`src/rtl/dcmr_pkg.sv`:
```
`default_nettype none

package dcmr_pkg;

   // ramp duration width, fixed by the request format
   localparam int DURATION_BITS = 16;

   // floor(x / 100) == (x * PCT_RECIP) >> PCT_SHIFT for every x below 91180
   localparam int          PCT_SHIFT = 23;
   localparam int          RCP_BITS  = 33;
   localparam logic [16:0] PCT_RECIP = 17'd83887;

   localparam logic [7:0] PCT_LIMIT = 8'd100;
   localparam logic [7:0] RAW_LIMIT = 8'd255;

   // request kinds
   localparam logic [1:0] KIND_DIR  = 2'd0;
   localparam logic [1:0] KIND_PCT  = 2'd1;
   localparam logic [1:0] KIND_RAW  = 2'd2;
   localparam logic [1:0] KIND_TICK = 2'd3;

   // direction codes
   localparam logic [1:0] DIR_OFF = 2'd0;
   localparam logic [1:0] DIR_CW  = 2'd1;
   localparam logic [1:0] DIR_CCW = 2'd2;

   typedef struct packed {
      logic [1:0]               kind;
      logic                     motor_select;
      logic [7:0]               value;
      logic [DURATION_BITS-1:0] duration;
   } req_type;

   typedef struct packed {
      logic [7:0] pwm_a;
      logic       dir_a;
      logic [7:0] pwm_b;
      logic       dir_b;
      logic       ramping_a;
      logic       ramping_b;
   } rsp_type;

   // controller -> datapath
   typedef struct packed {
      logic load;       // capture the accepted request
      logic div_start;  // launch the interval divide
      logic apply;      // commit the request to the motor state
      logic drv_sel;    // motor served by the duty pipeline
      logic drv_mul;    // duty stage 1: span * speed
      logic drv_rcp;    // duty stage 2: times reciprocal of 100
      logic drv_wr;     // duty stage 3: add floor, saturate, write pins
      logic out_load;   // load the response register
   } cmd_type;

   // datapath -> controller
   typedef struct packed {
      logic need_div;
      logic div_done;
   } sts_type;

endpackage

`default_nettype wire

```
`src/rtl/dcmr_div.sv`:
```
`default_nettype none

// Restoring divider, one quotient bit per cycle. Divisor is nonzero.
module dcmr_div (
   input  wire logic                               clock,
   input  wire logic                               reset,
   input  wire logic                               start,
   input  wire logic [dcmr_pkg::DURATION_BITS-1:0] dividend,
   input  wire logic [7:0]                         divisor,
   output logic      [dcmr_pkg::DURATION_BITS-1:0] quotient,
   output logic                                    done
);

   localparam int DB = dcmr_pkg::DURATION_BITS;
   localparam int CW = $clog2(DB + 1);

   logic [CW-1:0] cnt_ff, cnt_in;
   logic          done_ff, done_in;
   logic [DB-1:0] quot_ff, quot_in;
   logic [7:0]    rem_ff, rem_in;
   logic [7:0]    dvs_ff, dvs_in;
   logic [8:0]    trial;
   logic          fits;

   assign trial = {rem_ff, quot_ff[DB-1]};
   assign fits  = trial >= {1'b0, dvs_ff};

   always_comb begin
      cnt_in  = cnt_ff;
      done_in = 1'b0;
      quot_in = quot_ff;
      rem_in  = rem_ff;
      dvs_in  = dvs_ff;
      if (start) begin
         cnt_in  = CW'(DB);
         quot_in = dividend;
         rem_in  = 8'd0;
         dvs_in  = divisor;
      end else if (cnt_ff != '0) begin
         cnt_in  = cnt_ff - CW'(1);
         done_in = (cnt_ff == CW'(1));
         quot_in = {quot_ff[DB-2:0], fits};
         rem_in  = fits ? 8'(trial - {1'b0, dvs_ff}) : trial[7:0];
      end
   end

   always_ff @(posedge clock) begin
      if (reset) begin
         cnt_ff  <= '0;
         done_ff <= 1'b0;
      end else begin
         cnt_ff  <= cnt_in;
         done_ff <= done_in;
      end
      quot_ff <= quot_in;
      rem_ff  <= rem_in;
      dvs_ff  <= dvs_in;
   end

   assign quotient = quot_ff;
   assign done     = done_ff;

endmodule

`default_nettype wire

```
`src/rtl/dcmr_datapath.sv`:
```
`default_nettype none

module dcmr_datapath (
   input  wire logic              clock,
   input  wire logic              reset,
   input  wire logic              csr_we,
   input  wire logic              csr_index,
   input  wire logic [7:0]        csr_wdata,
   input  wire dcmr_pkg::req_type req_data,
   input  wire dcmr_pkg::cmd_type cmd,
   output dcmr_pkg::sts_type      sts,
   output dcmr_pkg::rsp_type      rsp_data
);

   localparam int DB    = dcmr_pkg::DURATION_BITS;
   localparam int RCP_W = dcmr_pkg::RCP_BITS;

   function automatic logic [7:0] step_toward(input logic [7:0] cur, input logic [7:0] tgt);
      logic [7:0] res;
      res = cur;
      if (cur < tgt)
         res = cur + 8'd1;
      else if (cur > tgt)
         res = cur - 8'd1;
      return res;
   endfunction

   dcmr_pkg::req_type req_ff, req_in;

   logic [7:0]    min_pwm_ff [2], min_pwm_in [2];
   logic [7:0]    cur_ff     [2], cur_in     [2];
   logic [7:0]    tgt_ff     [2], tgt_in     [2];
   logic [1:0]    dirs_ff    [2], dirs_in    [2];
   logic          raw_ff     [2], raw_in     [2];
   logic [DB-1:0] intv_ff    [2], intv_in    [2];
   logic [DB-1:0] tick_ff    [2], tick_in    [2];
   logic [7:0]    pwm_ff     [2], pwm_in     [2];
   logic          pin_ff     [2], pin_in     [2];
   logic [DB-1:0] tick_inc   [2];

   logic [15:0]          prod_ff, prod_in;
   logic [RCP_W-1:0]     rcp_ff,  rcp_in;

   dcmr_pkg::rsp_type rsp_ff, rsp_in;

   logic          m;
   logic [7:0]    tgt_req;
   logic [7:0]    distance;
   logic [DB-1:0] quot;
   logic          div_done;
   logic [9:0]    pct_q;
   logic [9:0]    duty_sum;
   logic [7:0]    duty_pct;

   assign m        = req_ff.motor_select;
   assign tgt_req  = (req_ff.kind == dcmr_pkg::KIND_RAW) ? req_ff.value :
                     ((req_ff.value > dcmr_pkg::PCT_LIMIT) ? dcmr_pkg::PCT_LIMIT : req_ff.value);
   assign distance = (tgt_req > cur_ff[m]) ? 8'(tgt_req - cur_ff[m]) :
                                             8'(cur_ff[m] - tgt_req);

   assign sts.need_div = ((req_ff.kind == dcmr_pkg::KIND_PCT) ||
                          (req_ff.kind == dcmr_pkg::KIND_RAW)) && (distance != 8'd0);
   assign sts.div_done = div_done;

   dcmr_div u_div (
      .clock    (clock),
      .reset    (reset),
      .start    (cmd.div_start),
      .dividend (req_ff.duration),
      .divisor  (distance),
      .quotient (quot),
      .done     (div_done)
   );

   // duty stage 3 arithmetic
   assign pct_q    = rcp_ff[RCP_W-1:dcmr_pkg::PCT_SHIFT];
   assign duty_sum = {2'b00, min_pwm_ff[cmd.drv_sel]} + pct_q;
   assign duty_pct = (duty_sum > 10'd255) ? 8'hFF : duty_sum[7:0];

   always_comb begin
      for (int k = 0; k < 2; k++) begin
         tick_inc[k] = tick_ff[k] + DB'(1);
      end
   end

   always_comb begin
      req_in     = cmd.load ? req_data : req_ff;
      min_pwm_in = min_pwm_ff;
      cur_in     = cur_ff;
      tgt_in     = tgt_ff;
      dirs_in    = dirs_ff;
      raw_in     = raw_ff;
      intv_in    = intv_ff;
      tick_in    = tick_ff;
      pwm_in     = pwm_ff;
      pin_in     = pin_ff;
      prod_in    = prod_ff;
      rcp_in     = rcp_ff;
      rsp_in     = rsp_ff;

      if (csr_we)
         min_pwm_in[csr_index] = csr_wdata;

      if (cmd.apply) begin
         case (req_ff.kind)
            dcmr_pkg::KIND_DIR: begin
               if (req_ff.value <= {6'd0, dcmr_pkg::DIR_CCW})
                  dirs_in[m] = req_ff.value[1:0];
            end
            dcmr_pkg::KIND_PCT, dcmr_pkg::KIND_RAW: begin
               raw_in[m]  = (req_ff.kind == dcmr_pkg::KIND_RAW);
               tgt_in[m]  = tgt_req;
               tick_in[m] = '0;
               if (distance == 8'd0) begin
                  intv_in[m] = '0;
               end else begin
                  intv_in[m] = quot;
                  cur_in[m]  = (quot == '0) ? tgt_req : step_toward(cur_ff[m], tgt_req);
               end
            end
            default: begin
               for (int k = 0; k < 2; k++) begin
                  if (cur_ff[k] != tgt_ff[k]) begin
                     if (tick_inc[k] >= intv_ff[k]) begin
                        cur_in[k]  = step_toward(cur_ff[k], tgt_ff[k]);
                        tick_in[k] = '0;
                     end else begin
                        tick_in[k] = tick_inc[k];
                     end
                  end
               end
            end
         endcase
      end

      if (cmd.drv_mul)
         prod_in = 16'(8'd255 - min_pwm_ff[cmd.drv_sel]) * 16'(cur_ff[cmd.drv_sel]);
      if (cmd.drv_rcp)
         rcp_in = RCP_W'(prod_ff) * RCP_W'(dcmr_pkg::PCT_RECIP);
      if (cmd.drv_wr) begin
         if ((cur_ff[cmd.drv_sel] == 8'd0) || (dirs_ff[cmd.drv_sel] == dcmr_pkg::DIR_OFF)) begin
            pwm_in[cmd.drv_sel] = 8'd0;
            pin_in[cmd.drv_sel] = 1'b0;
         end else begin
            pwm_in[cmd.drv_sel] = raw_ff[cmd.drv_sel] ? cur_ff[cmd.drv_sel] : duty_pct;
            pin_in[cmd.drv_sel] = (dirs_ff[cmd.drv_sel] == dcmr_pkg::DIR_CW);
         end
      end

      if (cmd.out_load) begin
         rsp_in.pwm_a     = pwm_ff[0];
         rsp_in.dir_a     = pin_ff[0];
         rsp_in.pwm_b     = pwm_ff[1];
         rsp_in.dir_b     = pin_ff[1];
         rsp_in.ramping_a = (cur_ff[0] != tgt_ff[0]);
         rsp_in.ramping_b = (cur_ff[1] != tgt_ff[1]);
      end
   end

   always_ff @(posedge clock) begin
      if (reset) begin
         for (int k = 0; k < 2; k++) begin
            min_pwm_ff[k] <= 8'd0;
            cur_ff[k]     <= 8'd0;
            tgt_ff[k]     <= 8'd0;
            dirs_ff[k]    <= dcmr_pkg::DIR_OFF;
            raw_ff[k]     <= 1'b0;
            intv_ff[k]    <= '0;
            tick_ff[k]    <= '0;
            pwm_ff[k]     <= 8'd0;
            pin_ff[k]     <= 1'b0;
         end
      end else begin
         min_pwm_ff <= min_pwm_in;
         cur_ff     <= cur_in;
         tgt_ff     <= tgt_in;
         dirs_ff    <= dirs_in;
         raw_ff     <= raw_in;
         intv_ff    <= intv_in;
         tick_ff    <= tick_in;
         pwm_ff     <= pwm_in;
         pin_ff     <= pin_in;
      end
      req_ff  <= req_in;
      prod_ff <= prod_in;
      rcp_ff  <= rcp_in;
      rsp_ff  <= rsp_in;
   end

   assign rsp_data = rsp_ff;

endmodule

`default_nettype wire

```
`src/rtl/dcmr_ctrl.sv`:
```
`default_nettype none

module dcmr_ctrl (
   input  wire logic              clock,
   input  wire logic              reset,
   input  wire logic              req_valid,
   output logic                   req_stall,
   output logic                   rsp_valid,
   input  wire logic              rsp_stall,
   input  wire dcmr_pkg::sts_type sts,
   output dcmr_pkg::cmd_type      cmd
);

   typedef enum logic [2:0] {
      ST_IDLE,
      ST_LATCH,
      ST_DIV,
      ST_APPLY,
      ST_MUL,
      ST_RCP,
      ST_WR,
      ST_RESP
   } state_type;

   state_type state_ff, state_in;
   logic      motor_ff, motor_in;
   logic      rsp_valid_ff, rsp_valid_in;
   logic      out_free;

   assign out_free = !rsp_valid_ff || !rsp_stall;

   always_comb begin
      state_in     = state_ff;
      motor_in     = motor_ff;
      rsp_valid_in = rsp_valid_ff && rsp_stall;
      cmd          = '0;
      cmd.drv_sel  = motor_ff;
      case (state_ff)
         ST_IDLE: begin
            if (req_valid) begin
               cmd.load = 1'b1;
               state_in = ST_LATCH;
            end
         end
         ST_LATCH: begin
            cmd.div_start = sts.need_div;
            state_in      = sts.need_div ? ST_DIV : ST_APPLY;
         end
         ST_DIV: begin
            if (sts.div_done)
               state_in = ST_APPLY;
         end
         ST_APPLY: begin
            cmd.apply = 1'b1;
            motor_in  = 1'b0;
            state_in  = ST_MUL;
         end
         ST_MUL: begin
            cmd.drv_mul = 1'b1;
            state_in    = ST_RCP;
         end
         ST_RCP: begin
            cmd.drv_rcp = 1'b1;
            state_in    = ST_WR;
         end
         ST_WR: begin
            cmd.drv_wr = 1'b1;
            motor_in   = 1'b1;
            state_in   = motor_ff ? ST_RESP : ST_MUL;
         end
         ST_RESP: begin
            if (out_free) begin
               cmd.out_load = 1'b1;
               rsp_valid_in = 1'b1;
               state_in     = ST_IDLE;
            end
         end
         default: begin
            state_in = ST_IDLE;
         end
      endcase
   end

   always_ff @(posedge clock) begin
      if (reset) begin
         state_ff     <= ST_IDLE;
         motor_ff     <= 1'b0;
         rsp_valid_ff <= 1'b0;
      end else begin
         state_ff     <= state_in;
         motor_ff     <= motor_in;
         rsp_valid_ff <= rsp_valid_in;
      end
   end

   assign req_stall = (state_ff != ST_IDLE);
   assign rsp_valid = rsp_valid_ff;

endmodule

`default_nettype wire

```
`src/rtl/dual_dc_motor_ramp_driver.sv`:
```
`default_nettype none

// Two-channel DC motor driver with independent speed ramps. Each request is
// a direction, percent-speed, raw-speed or tick command and returns one
// response holding both motors' PWM duty, direction pins and ramping flags.
// Percent duty is min_pwm + (255 - min_pwm) * speed / 100, saturating at 255;
// raw duty is the speed itself; zero speed or direction off gives duty 0 and
// a low pin. A speed command sets the ramp interval to duration / distance and
// steps once at once, or jumps to the target if that interval is zero; ticks
// then step each ramping motor one unit per interval. A request runs the update
// state and then a 3-stage duty pipeline once per motor before its response is
// loaded; speed commands that change the speed first run the serial interval
// divider. One request is in work at a time; the next is accepted while the
// previous response still waits in the output register. min_pwm writes (csr
// index 0 motor A, 1 motor B) take effect when the duty pipeline next runs for
// that motor.
module dual_dc_motor_ramp_driver (
   input  wire logic              clock,
   input  wire logic              reset,
   input  wire logic              req_valid,
   output logic                   req_stall,
   input  wire dcmr_pkg::req_type req_data,
   output logic                   rsp_valid,
   input  wire logic              rsp_stall,
   output dcmr_pkg::rsp_type      rsp_data,
   input  wire logic              csr_we,
   input  wire logic              csr_index,
   input  wire logic [7:0]        csr_wdata
);

   dcmr_pkg::cmd_type cmd;
   dcmr_pkg::sts_type sts;

   // sequencer: accept, divide, update, duty pipeline per motor, respond
   dcmr_ctrl u_ctrl (
      .clock     (clock),
      .reset     (reset),
      .req_valid (req_valid),
      .req_stall (req_stall),
      .rsp_valid (rsp_valid),
      .rsp_stall (rsp_stall),
      .sts       (sts),
      .cmd       (cmd)
   );

   // motor state, serial divider, duty arithmetic and response register
   dcmr_datapath u_datapath (
      .clock     (clock),
      .reset     (reset),
      .csr_we    (csr_we),
      .csr_index (csr_index),
      .csr_wdata (csr_wdata),
      .req_data  (req_data),
      .cmd       (cmd),
      .sts       (sts),
      .rsp_data  (rsp_data)
   );

endmodule

`default_nettype wire
```
`config.mk`:
```
export PLATFORM = sky130hd
export DESIGN_NAME = dual_dc_motor_ramp_driver
export DESIGN_NICKNAME = d
export VERILOG_FILES = /design/src/rtl/dcmr_pkg.sv /design/src/rtl/dcmr_div.sv /design/src/rtl/dcmr_datapath.sv /design/src/rtl/dcmr_ctrl.sv /design/src/rtl/dual_dc_motor_ramp_driver.sv
export SDC_FILE = /design/constraint.sdc
export NUM_CORES = 1
export LEC_CHECK = 0
export BUFFER_PORTS_ARGS = -buffer_cell sky130_fd_sc_hd__clkbuf_2
export CELL_PAD_IN_SITES_DETAIL_PLACEMENT = 1
export CELL_PAD_IN_SITES_GLOBAL_PLACEMENT = 1
export CORE_MARGIN = 8
export CORE_UTILIZATION = 38
export DETAILED_ROUTE_END_ITERATION = 7
export PLACE_DENSITY_LB_ADDON = 0.25
export SYNTH_ARGS = -nofsm -noshare
export SYNTH_HDL_FRONTEND = slang
export SYNTH_SLANG_ARGS = --single-unit
```
`constraint.sdc`:
```
create_clock -name clock -period 11.4 [get_ports clock]
set_input_delay 1.71 -clock clock [delete_from_list [all_inputs] [get_ports clock]]
set_output_delay 1.71 -clock clock [all_outputs]
set_load 0.02 [all_outputs]
```
Yosys cells after proc, flatten, opt, wreduce, memory -nomap -nowiden

Index checks and enable logic that the tools add are counted.

Bits of input ports: 41
Bits in writable memories: 0
Memories kept: 0
Register bits: 275
Memory bits (read-only): 0
Bits in latches: 0
Output and inout bits: 22

Div/mod/pow operators: 0
Bitwise operators: 12
Magnitude comparators: 19
Shift operators: 0
Multiplexer cells: 89
$add $sub $neg: 14
Multipliers: 2
Reductions and logical operators: 37
Equal/unequal tests: 17

Operators with widths:

| operator               | number |
|---|---|
| $mux 8                 | 32 |
| $mux 16                | 9 |
| $and 32x32->32         | 2 |
| $bwmux 16              | 4 |
| $pmux 32 s2            | 1 |
| $mul 16x17->33 const B | 1 |
| $add 16x1->16 const B  | 2 |
| $bwmux 32              | 1 |
| $ge 16x16->1           | 2 |
| $gt 8x8->1             | 4 |
| $mux 32                | 1 |
| $not 32->32            | 1 |
| $pmux 16 s2            | 1 |
| $add 8x1->8 const B    | 3 |
| $demux 8 s1            | 3 |
| $lt 8x8->1             | 3 |
| $pmux 3 s8             | 1 |
| $sub 8x1->8 const B    | 3 |
| $sub 8x8->8            | 3 |
| $mux 1                 | 17 |
| $and 16x16->16         | 1 |
| $demux 16 s1           | 1 |
| $logic_not 16->1       | 1 |
| $logic_not 8->1        | 2 |
| other kinds (46)       | 91 |

Longest topological paths before layout

Gate-level depths: netlist of the first run.

Depth in word-level cells: 14
Gate-level depth with buffers: 24
Gate-level depth less buffers: 22

Hierarchy

From an unflattened synthesis of the first run, not the netlist that was laid out.

Cells, all modules: 2174
Area total of the unflattened synthesis: 20634.8 um^2

By module, submodules not included:

| module        | cells an instance | times used | seq. area each (um^2) | area each (um^2) |
|---|---|---|---|---|
| dcmr_datapath | 1959              | 1          | 4914.7                | 18368.9 |
| dcmr_div      | 173               | 1          | 1001.0                | 1954.4 |
| dcmr_ctrl     | 42                | 1          | 100.1                 | 311.5 |

Worst setup path before layout of the first run

OpenSTA, ideal clock, no wires.

Path kind: reg-to-reg
From: register u_datapath.prod_ff[14]
To: register u_datapath.rcp_ff[32], data pin
Clock period less this slack: 6.096 ns
Buffers on the path: 0
Setup slack: 5.304 ns
Cell stages (with the launch flop): 21
Setup time: 0.260 ns
Data arrival time: 5.836 ns
Required time: 11.140 ns
Path through: edfxtp_1 -> fa_1 -> inv_1 -> fa_1 -> inv_1 -> fa_1 -> fa_1 -> fa_1 -> inv_1 -> fa_1 -> inv_1 -> ha_1 -> nand2_1 -> o21ai_0 -> a2111oi_0 -> o22ai_1 -> a41oi_1 -> a211oi_1 -> o31a_1 -> nor2_1 -> xnor2_1

Cells in the longest elaborated chain, start to end: 1

Ends and longest elaborated chain:

| item                   | RTL line             | source |
|---|---|---|
| from (decl)            | dcmr_datapath.sv:41  | `logic [15:0] prod_ff, prod_in;` |
| from (signal assigned) | dcmr_datapath.sv:185 | `prod_ff <= prod_in;` |
| $mul 16x17->33         | dcmr_datapath.sv:139 | `rcp_in = RCP_W'(prod_ff) * RCP_W'(dcmr_pkg::PCT_RECIP);` |
| to (signal assigned)   | dcmr_datapath.sv:186 | `rcp_ff <= rcp_in;` |
| to (decl)              | dcmr_datapath.sv:42  | `logic [RCP_W-1:0] rcp_ff, rcp_in;` |

No other way between the ends.
A chain may end at the register's enable or synchronous reset.

Worst setup path after layout of the first run

Same ends and word-level chain as after synthesis.

==> results of run 1 <==
-- power breakdown --
part / internal, mW / switching, mW
registers: 1.08 / 0.0986
clock network: 0.664 / 0.434
logic: 0.693 / 0.987
-- final cells by class --
cell class / instances / area (um^2) / share of cell area
clock inverters: 16 / 145 / 0.00646
flip-flops and latches: 252 / 6020 / 0.268
inverters: 319 / 1200 / 0.0533
diodes: 1 / 2.50 / 0.000111
repair buffers: 70 / 373 / 0.0166
well taps: 696 / 871 / 0.0388
clock buffers: 45 / 996 / 0.0443
multi-input cells: 1503 / 12900 / 0.573
-- sequential cells by signal, summed over array words and instances (netlist names), 2 cells and up --
signal                     flops
u_datapath.rsp_data           20
u_datapath.pwm_ff             16
u_datapath.tgt_ff             16
u_datapath.raw_ff              2
u_datapath.min_pwm_ff         16
u_datapath.cur_ff             16
u_datapath.u_div.rem_ff        8
u_datapath.u_div.quotient     16
u_datapath.rcp_ff             10
u_datapath.req_ff             26
u_datapath.u_div.dvs_ff        8
u_datapath.prod_ff            16
u_datapath.tick_ff            32
u_datapath.pin_ff              2
u_ctrl.state_ff                3
u_datapath.u_div.cnt_ff        5
u_datapath.intv_ff            32
u_datapath.dirs_ff             4
-- final timing paths --
path,slack [ps],endpoint
worst max-delay path,4410,u_datapath.rcp_ff[32]$_DFFE_PP_
worst min-delay path,440,u_datapath.rsp_data[3]$_DFFE_PP_
worst max register to register,4410,u_datapath.rcp_ff[32]$_DFFE_PP_
worst min register to register,440,u_datapath.rsp_data[3]$_DFFE_PP_
-- metal layers --
| metal | GRT usage | vias up |
|---|---|---|
| met5 | 0 | - |
| met4 | 0.0383 | 0 |
| met3 | 0.0275 | 59 |
| met2 | 0.300 | 208 |
| met1 | 0.262 | 7604 |
| li1 | - | 7380 |
-- kinds of logic (layout without fill, tap and decap cells) --
logic type | after synthesis | after routing
xor gates and xnor gates | 84 | 84
DFF | 252 | 252
other | 0 | 1
adders and majority gates | 410 | 410
AOI/OAI and AO/OA | 396 | 396
buffers and inverters | 387 | 450
muxes | 71 | 71
and+or+nand+nor | 542 | 542
-- synth_stat cells, drive strengths merged, types with 5 or more instances --
| library cell | instances | area (um^2) |
|---|---|---|
| edfxtp | 97 | 2910 |
| and3 | 16 | 100 |
| a31oi | 13 | 81.3 |
| fa | 139 | 2780 |
| clkbuf | 45 | 169 |
| a21oi | 124 | 624 |
| ha | 271 | 3390 |
| a22oi | 36 | 270 |
| a21boi | 11 | 82.6 |
| nand4 | 14 | 93.8 |
| a21o | 34 | 255 |
| nand3 | 41 | 205 |
| o21bai | 5 | 37.5 |
| xor2 | 31 | 272 |
| o21ai | 57 | 297 |
| nor2 | 216 | 811 |
| a2bb2oi | 30 | 263 |
| buf | 23 | 141 |
| nand3b | 12 | 90.1 |
| a221oi | 6 | 52.6 |
| nor3 | 32 | 165 |
| o21a | 8 | 60.1 |
| xnor2 | 53 | 472 |
| a211oi | 39 | 333 |
| mux2i | 42 | 420 |
| nor2b | 13 | 81.3 |
| dfxtp | 155 | 3100 |
| nor4 | 11 | 83.8 |
| or2 | 11 | 71.3 |
| nand2b | 18 | 113 |
| mux2 | 29 | 364 |
| inv | 318 | 1190 |
| nand2 | 137 | 514 |
| or3 | 6 | 37.5 |
-- layout by cell type (no fill, tap or decap), types with 11 or more instances in the layout --
| cell type | instances |
|---|---|
| nor3_1 | 30 |
| nand2_1 | 137 |
| ha_1 | 271 |
| nand2b_1 | 18 |
| a21boi_0 | 11 |
| dfxtp_1 | 155 |
| nor2b_1 | 13 |
| a211oi_1 | 31 |
| xor2_1 | 31 |
| a31oi_1 | 13 |
| mux2i_1 | 42 |
| nand3_1 | 41 |
| nor2_1 | 214 |
| xnor2_1 | 52 |
| and3_1 | 16 |
| a21o_1 | 34 |
| mux2_2 | 19 |
| nand4_1 | 13 |
| o21ai_0 | 51 |
| inv_1 | 314 |
| nand3b_1 | 12 |
| a2bb2oi_1 | 30 |
| a21oi_1 | 122 |
| fa_1 | 139 |
| a22oi_1 | 36 |
| edfxtp_1 | 97 |
| clkbuf_2 | 61 |
| clkbuf_16 | 37 |
==> results.md, run 1 <==
* Status: finished clean
* Core Util, Final at 0.421
* CP Buf/Inv Count at 4
* Clock latency on the worst-skew pair at 550 ps
* Rows at 85
* Crit Path Max Fanout at 7
* Critical Path Slowest Stage Cell: fa_1
* Final worst setup slack at roughly 4400 ps
* Wl on met1 at 27.7 mm
* Max frequency at between 100 and 150 MHz
* Critical Path Stages at 20
* Max H-tree Level at 2
* TritonRoute pass-1 iters at 5
* Clk sink count at roughly 250
* R2R Path Start: u_datapath.prod_ff[14]$_DFFE_PP_
* GRT Util Overall at 0.186
* Number of global-route vias before repair at 16400
* Final nets at between 2000 and 3000
* EDFF count, synth at between 90 and 100
* Least-Margin Pin Slew at around 1200 ps
* Setup CP Type: reg2reg
* Metal3 WL at about 2.1 mm
* RePlAce Congestion at just under 0.9
* Num CTS Buffers at 34
* DRT antenna net count at 0
* Most frequent cell on the critical path: fa_1
* Die Wd at ~250 um
* Worst Path Arrival at 7260 ps
* Post-synthesis sequential area ratio at 0.295
* Fin. Hold Viols at 0
* Final setup fails at 0
* First-pass GRT wire length at between 90 and 100 mm
* Mapped Area at around 20000 um^2
* Fillers at just over 6000
* Period utilization at 0.613
* Delay-heaviest family, CP: adder cells
* Clock Tree Buf Depth at 3
* Initial antenna violation count at 1
* CP required at between 10000 and 15000 ps
* Async SR Flop Fraction at 0
* Core ar. at around 53000 um^2
* Reg2Reg Depth at 20
* 1st-iter DRT viols at ~800
* Wire length on met2 at about 25 mm
* Post-synthesis simple-gate area fraction at 0.122
* Via density at 5.26
* Leak at 10.3 nW
* GRT overflow at 0
* Post-Synth XOR/XNOR Area at 0.0365
* Post-CTS Repair Setup Buffers at 0
* # DRC at 0
* Syn-to-layout area delta at 10.3%
* Setup TNS at 0 ps
* Syn_area_per_cell at 9.51 um^2
* Syn. warnings at 0
* Pwr per Cell Area at between 150 and 200 nW/um^2
* Worst hold stages at 0
* Post-synthesis net count at roughly 2600
* Nature of the critical path endpoint: register
* Share of cells above drive strength 1 at 0.0844
* Unique masters post-synth at between 70 and 80
* Hold_ws at 439 ps
* Critical hold path startpoint: u_datapath.pwm_ff[0]$_SDFFE_PP0P_
* DRT Wirelength at 56.0 mm
* Drt wl/cell at 19.3 um
* I/O pin count at between 60 and 70
* Placed cell area at between 20000 and 25000 um^2
* CP Cell Sequence: fa_1, inv_1, fa_1, inv_1, fa_1, fa_1, fa_1, inv_1, fa_1, inv_1, ha_1, nand2_1, o21ai_0, a2111oi_0, o22ai_1, a41oi_1, a211oi_1, o31a_1, nor2_1, xnor2_1
* Slew margin rel. at 0.191
* Chip Height at ~250 um
* Non-Filler Instances at 2902
* Min-delay worst type: reg2reg
* Final Instance Area at about 22000 um^2
* Resized cells post-CTS at 0
* Final Power at between 3 and 4 mW
* Crit path time final at roughly 7000 ps
* CTS root buf: clkbuf_16
* Die area at between 60000 and 70000 um^2
* Largest family of logic cells by synthesized area: adder cells
* Setup slack at placement at between 4000 and 5000 ps
* Cells after DPL at 2840
* Worst-path clk slew at approximately 60 ps
* Ys flop type: dfxtp_1
* Worst VDD drop at roughly 0.077 mV
* Count of state elements after synthesis at approximately 250
* Cells after Synth at about 2100
* Post-synthesis mux area share at 0.0385
* Synth Area in Compound Gates at 0.130
* Post-Synth Adder-Cell Area at 0.303
* # hold bufs at CTS at 0
* RSZ-0062 raised after global routing: false
* DP HPWL at around 45 mm
* IO buf count at 62
* Total of max-cap violations at 0
* Initial Util at 0.381
* Highest Signal Layer: met4
* Worst setup path startpoint: u_datapath.prod_ff[14]$_DFFE_PP_
* Max-slew violation count at 0
* Total number of vias at around 15000
* CTS tree: built
* Startpoint types: register
* Clk_skew at about 31 ps
* Largest net degree at the start of global routing at 73
* CP max stage delay at approximately 630 ps
No activity file was read; power rests on OpenSTA's default activity.
==> run 2: changes to the inputs <==
Clock period 11.4 ns to 6.7 ns, I/O delays scaled along.
==> run 2 against run 1 <==
Hold slack got worse by 2.2 ps. Register-to-register slack got worse by 4000 ps. Final area rose by 0.49%. Power rose by 70%. Utilization rose by 0.21 points. Clock skew fell by 17 ps. Non-clock buffer count rose by 18. Die area did not move. Via count fell by 0.40%. Sequential share of layout area fell by 0.13 points. Sequential cell count did not move. Critical path type unchanged. Critical endpoint unchanged. Largest cell class unchanged. Highest routed layer unchanged.
==> results.md, run 2 (synthesized netlist as in run 1, its figures left out) <==
* Critical Path Slowest Stage Cell: fa_1
* Cells after DPL at ~2900
* DRT antenna net count at 0
* Min-delay worst type: reg2reg
* CP Cell Sequence: fa_1, inv_1, fa_1, inv_1, fa_1, fa_1, fa_1, inv_1, fa_1, inv_1, ha_1, nand2_1, o21ai_0, a2111oi_2, o22ai_2, a41oi_1, buf_4, a211oi_1, o31a_1, nor2_1, xnor2_1
* Most frequent cells in the layout: 314 x inv_1, 271 x ha_1, 214 x nor2_1
* Via density at between 5 and 6
* Period utilization at 0.945
* I/O pin count at 63
* # DRC at 0
* Final nets at around 2600
* Non-Filler Instances at 2920
* Most common cell after layout, fill and taps aside: inv_1
* Core Util, Final at 0.423
* Syn-to-layout area delta at 10.9%
* Core ar. at between 50000 and 60000 um^2
* Final setup fails at 0
* Initial Util at 0.381
* Worst Path Arrival at around 6600 ps
* Worst VDD drop at approximately 0.15 mV
* 1st-iter DRT viols at ~900
* Num CTS Buffers at 34
* Clk_skew at 14.6 ps
* Slew margin rel. at 0.196
* Largest net degree at the start of global routing at 72
* RSZ-0062 raised after global routing: false
* Setup TNS at 0 ps
* Max-slew violation count at 0
* Chip Height at around 250 um
* # hold bufs at CTS at 0
* Max frequency at about 160 MHz
* Total number of vias at 15200
* Status: finished clean
* Hold_ws at approximately 440 ps
* Die Wd at roughly 250 um
* Post-CTS Repair Setup Buffers at 0
* Most frequent cell on the critical path: fa_1
* Setup CP Type: reg2reg
* Startpoint types: register
* Clock Tree Buf Depth at 3
* Nature of the critical path endpoint: register
* First-pass GRT wire length at roughly 90 mm
* GRT Util Overall at 0.185
* Largest registers: u_datapath.intv_ff (32), u_datapath.tick_ff (32), u_datapath.req_ff (26)
* CTS root buf: clkbuf_16
* Drt wl/cell at between 15 and 20 um
* Resized cells post-CTS at 0
* Crit path time final at ~6300 ps
* GRT overflow at 0
* CP required at 6980 ps
* CP max stage delay at roughly 640 ps
* Leak at ~10 nW
* Pwr per Cell Area at 299 nW/um^2
* Clock latency on the worst-skew pair at 540 ps
* Clk sink count at around 250
* DRT Wirelength at around 56 mm
* Rows at 85
* Share of cells above drive strength 1 at 0.0940
* Least-Margin Pin Slew at 1200 ps
* IO buf count at 62
* DP HPWL at 44.8 mm
* Number of global-route vias before repair at between 15000 and 20000
* Final Power at between 6 and 7 mW
* CTS tree: built
* Total of max-cap violations at 0
* Worst-path clk slew at approximately 60 ps
* Initial antenna violation count at 1
* Crit Path Max Fanout at 4
* Max H-tree Level at 2
* RePlAce Congestion at 0.845
* TritonRoute pass-1 iters at 5
* Fin. Hold Viols at 0
* Die area at a little over 60000 um^2
[run 2: path summary, 6_finish.rpt]
check | from | to | slack, ps | cells after the start
min reg2reg | u_datapath.pwm_ff[8]$_SDFFE_PP0P_ | u_datapath.rsp_data[12]$_DFFE_PP_ | 440 | 0
max reg2reg | u_datapath.prod_ff[13]$_DFFE_PP_ | u_datapath.rcp_ff[32]$_DFFE_PP_ | 370 | 21
min | u_datapath.pwm_ff[8]$_SDFFE_PP0P_ | u_datapath.rsp_data[12]$_DFFE_PP_ | 440 | 0
max | u_datapath.prod_ff[13]$_DFFE_PP_ | u_datapath.rcp_ff[32]$_DFFE_PP_ | 370 | 21
[run 2: metal layers]
metal,share of wire,global-route usage,wire length [um]
met1,0.49,0.256,27400
met2,0.45,0.300,25000
met3,0.043,0.0297,2430
met4,0.021,0.0475,1170
met5,0,0,0
[run 2: metrics by stage]
stage          setup slack [ps]  cell area, um^2
2_1_floorplan               604            20400
3_3_place_gp                184            21500
3_5_place_dp               78.1            21500
4_1_cts                    31.2            22600
5_1_grt                    89.4            22600
6_report                    371            22600
[run 2: critical path: cells and delay by family (launching register included)]
kind / cells / cell delay [ps]
simple gates: 2 / 200
compound gates: 6 / 1360
xor+xnor: 1 / 80
fa+ha+maj: 7 / 3590
buf+inv: 5 / 430
flops: 1 / 420
[run 2: final cells by class]
class / instances / area (um^2)
Clock inverter: 17 / 146
Timing Repair Buffer: 88 / 508
Fill cell: 6094 / 30800
Antenna cell: 1 / 2.50
Tap cell: 696 / 871
Multi-Input combinational cell: 1503 / 12900
Sequential cell: 252 / 6020
Clock buffer: 44 / 951
Inverter: 319 / 1200
[run 2: report_power, final]
part	leakage [nW]	switching [mW]	internal, mW
logic	7.67	1.72	1.23
clock network	0.523	0.737	1.05
registers	2.17	0.169	1.83
==> run 3: changes to the inputs <==
Settings changed: REMOVE_ABC_BUFFERS from default to 1.
==> run 3 against run 2 <==
Maximum frequency shrank 0.95%. Utilization is 0.13 points lower. Clock skew fell by 2.0 ps. Sequential share of layout area rose by 0.080 points. Non-clock buffer count is 1 lower. Routed wire length up 0.24%. Sequential cell count is the same. Sequential power barely moved. Clock-buffer cell count down 7. Largest cell class unchanged.
==> results.md, run 3 (synthesized netlist as in run 1, its figures left out) <==
* Worst Path Arrival at 6710 ps
* # DRC at 0
* Die area at 61300 um^2
* Clock Tree Buf Depth at 3
* DP HPWL at between 40 and 50 mm
* Worst-path clk slew at 70 ps
* Clock latency on the worst-skew pair at between 500 and 600 ps
* Worst VDD drop at between 0.15 and 0.2 mV
* Largest net degree at the start of global routing at 137
* Largest registers: u_datapath.intv_ff (32), u_datapath.tick_ff (32), u_datapath.req_ff (26)
* Least-Margin Pin Slew at ~1200 ps
* Most common cell after layout, fill and taps aside: inv_1
* Leak at ~10 nW
* DRT antenna net count at 0
* TritonRoute pass-1 iters at 5
* Final setup fails at 0
* Max frequency at roughly 160 MHz
* I/O pin count at 63
* GRT overflow at 0
* Number of global-route vias before repair at 16800
* IO buf count at 62
* Max H-tree Level at 1
* Core ar. at 53400 um^2
* Setup CP Type: reg2reg
* ANT cells at 0
* RSZ-0062 raised after global routing: false
* Clk_skew at between 10 and 15 ps
* Placed cell area at approximately 21000 um^2
* Final Instance Area at 22500 um^2
* First-pass GRT wire length at 91.6 mm
* Fin. Hold Viols at 0
* Share of cells above drive strength 1 at 0.0925
* DRT Wirelength at 56.2 mm
* Most frequent cells in the layout: 314 x inv_1, 271 x ha_1, 215 x nor2_1
* Pwr per Cell Area at between 200 and 300 nW/um^2
* Post-CTS Repair Setup Buffers at 0
* Final Power at roughly 6.6 mW
* Die Wd at 247 um
* Rows at 85
* RePlAce Congestion at 0.851
* Clk sink count at between 200 and 300
* # hold bufs at CTS at 0
* 1st-iter DRT viols at just under 700
* Setup TNS at 0 ps
* Setup slack at placement at 41.0 ps
* Total of max-cap violations at 0
* CTS tree: built
* Via density at about 5.2
* Period utilization at 0.954
* Final nets at 2644
* CTS root buf: clkbuf_16
* Chip Height at 247 um
* Crit Path Max Fanout at 7
* Num CTS Buffers at 30
* Crit path time final at approximately 6400 ps
* Initial antenna violation count at 0
* Startpoint types: register
* Syn-to-layout area delta at 10.5%
* CP required at roughly 7000 ps
* Max-slew violation count at 0
* Final worst setup slack at slightly above 300 ps
* Slew margin rel. at 0.227
* Min-delay worst type: reg2reg
* Nature of the critical path endpoint: register
* GRT Util Overall at 0.186
* Drt wl/cell at between 15 and 20 um
* Total number of vias at 15300
* Resized cells post-CTS at 0
* Status: finished clean
* Initial Util at 0.381
-- run 3: changes by cell type in the layout (fill, tap and decap cells not counted), moves of 2 or more --
cell / change
buf_4: -2
clkbuf_16: -3
clkinv_1: -2
clkinv_2: +4
clkinvlp_4: -3
clkbuf_1: -3
-- run 3: per-stage QoR --
stage | util | hold WS, ps | std cells
2_1_floorplan | - | 408 | 2074
5_1_grt | 0.422 | 444 | 2913
4_1_cts | 0.421 | 432 | 2913
3_3_place_gp | 0.402 | 418 | 2857
3_5_place_dp | 0.402 | 419 | 2857
6_report | 0.422 | 430 | 2913
-- run 3: routing by layer --
layer | up-vias | wire length, um | GRT usage
met4 | 0 | 1420 | 0.0498
li1 | 7410 | - | -
met2 | 214 | 25700 | 0.309
met1 | 7573 | 27200 | 0.255
met3 | 76 | 1810 | 0.0228
met5 | - | 0 | 0
-- run 3: final timing paths --
kind                                     startpoint                               end  slack (ps)  cells past startpoint
setup reg to reg    u_datapath.prod_ff[5]$_DFFE_PP_   u_datapath.rcp_ff[32]$_DFFE_PP_         310                     21
hold reg to reg   u_datapath.pwm_ff[0]$_SDFFE_PP0P_  u_datapath.rsp_data[3]$_DFFE_PP_         430                      0
setup / recovery    u_datapath.prod_ff[5]$_DFFE_PP_   u_datapath.rcp_ff[32]$_DFFE_PP_         310                     21
hold / removal    u_datapath.pwm_ff[0]$_SDFFE_PP0P_  u_datapath.rsp_data[3]$_DFFE_PP_         430                      0
-- run 3: cell type report --
cell class,count,area [um^2]
clock buffers,37,851
clock inverters,19,189
fillers,6101,30900
inverters,319,1200
multi-input cells,1503,12900
flip-flops and latches,252,6020
well taps,696,871
repair buffers,87,513
-- run 3: power breakdown --
part	switching [mW]	internal, mW
Clock	0.710	0.991
Combinational	1.71	1.24
Sequential	0.162	1.83
Total	2.58	4.06
-- run 3: critical path, cell delays in order, from the launching register on --
cell	delay, ps
edfxtp_1	520
fa_1	640
inv_1	110
fa_1	520
inv_1	60
fa_1	530
fa_1	450
fa_1	560
inv_1	60
fa_1	530
inv_1	40
ha_1	180
a21oi_1	160
o21ai_0	90
a2111oi_1	420
o22ai_1	260
a41oi_1	280
buf_4	160
a211oi_1	90
o31a_1	290
nor2_1	120
xnor2_1	70
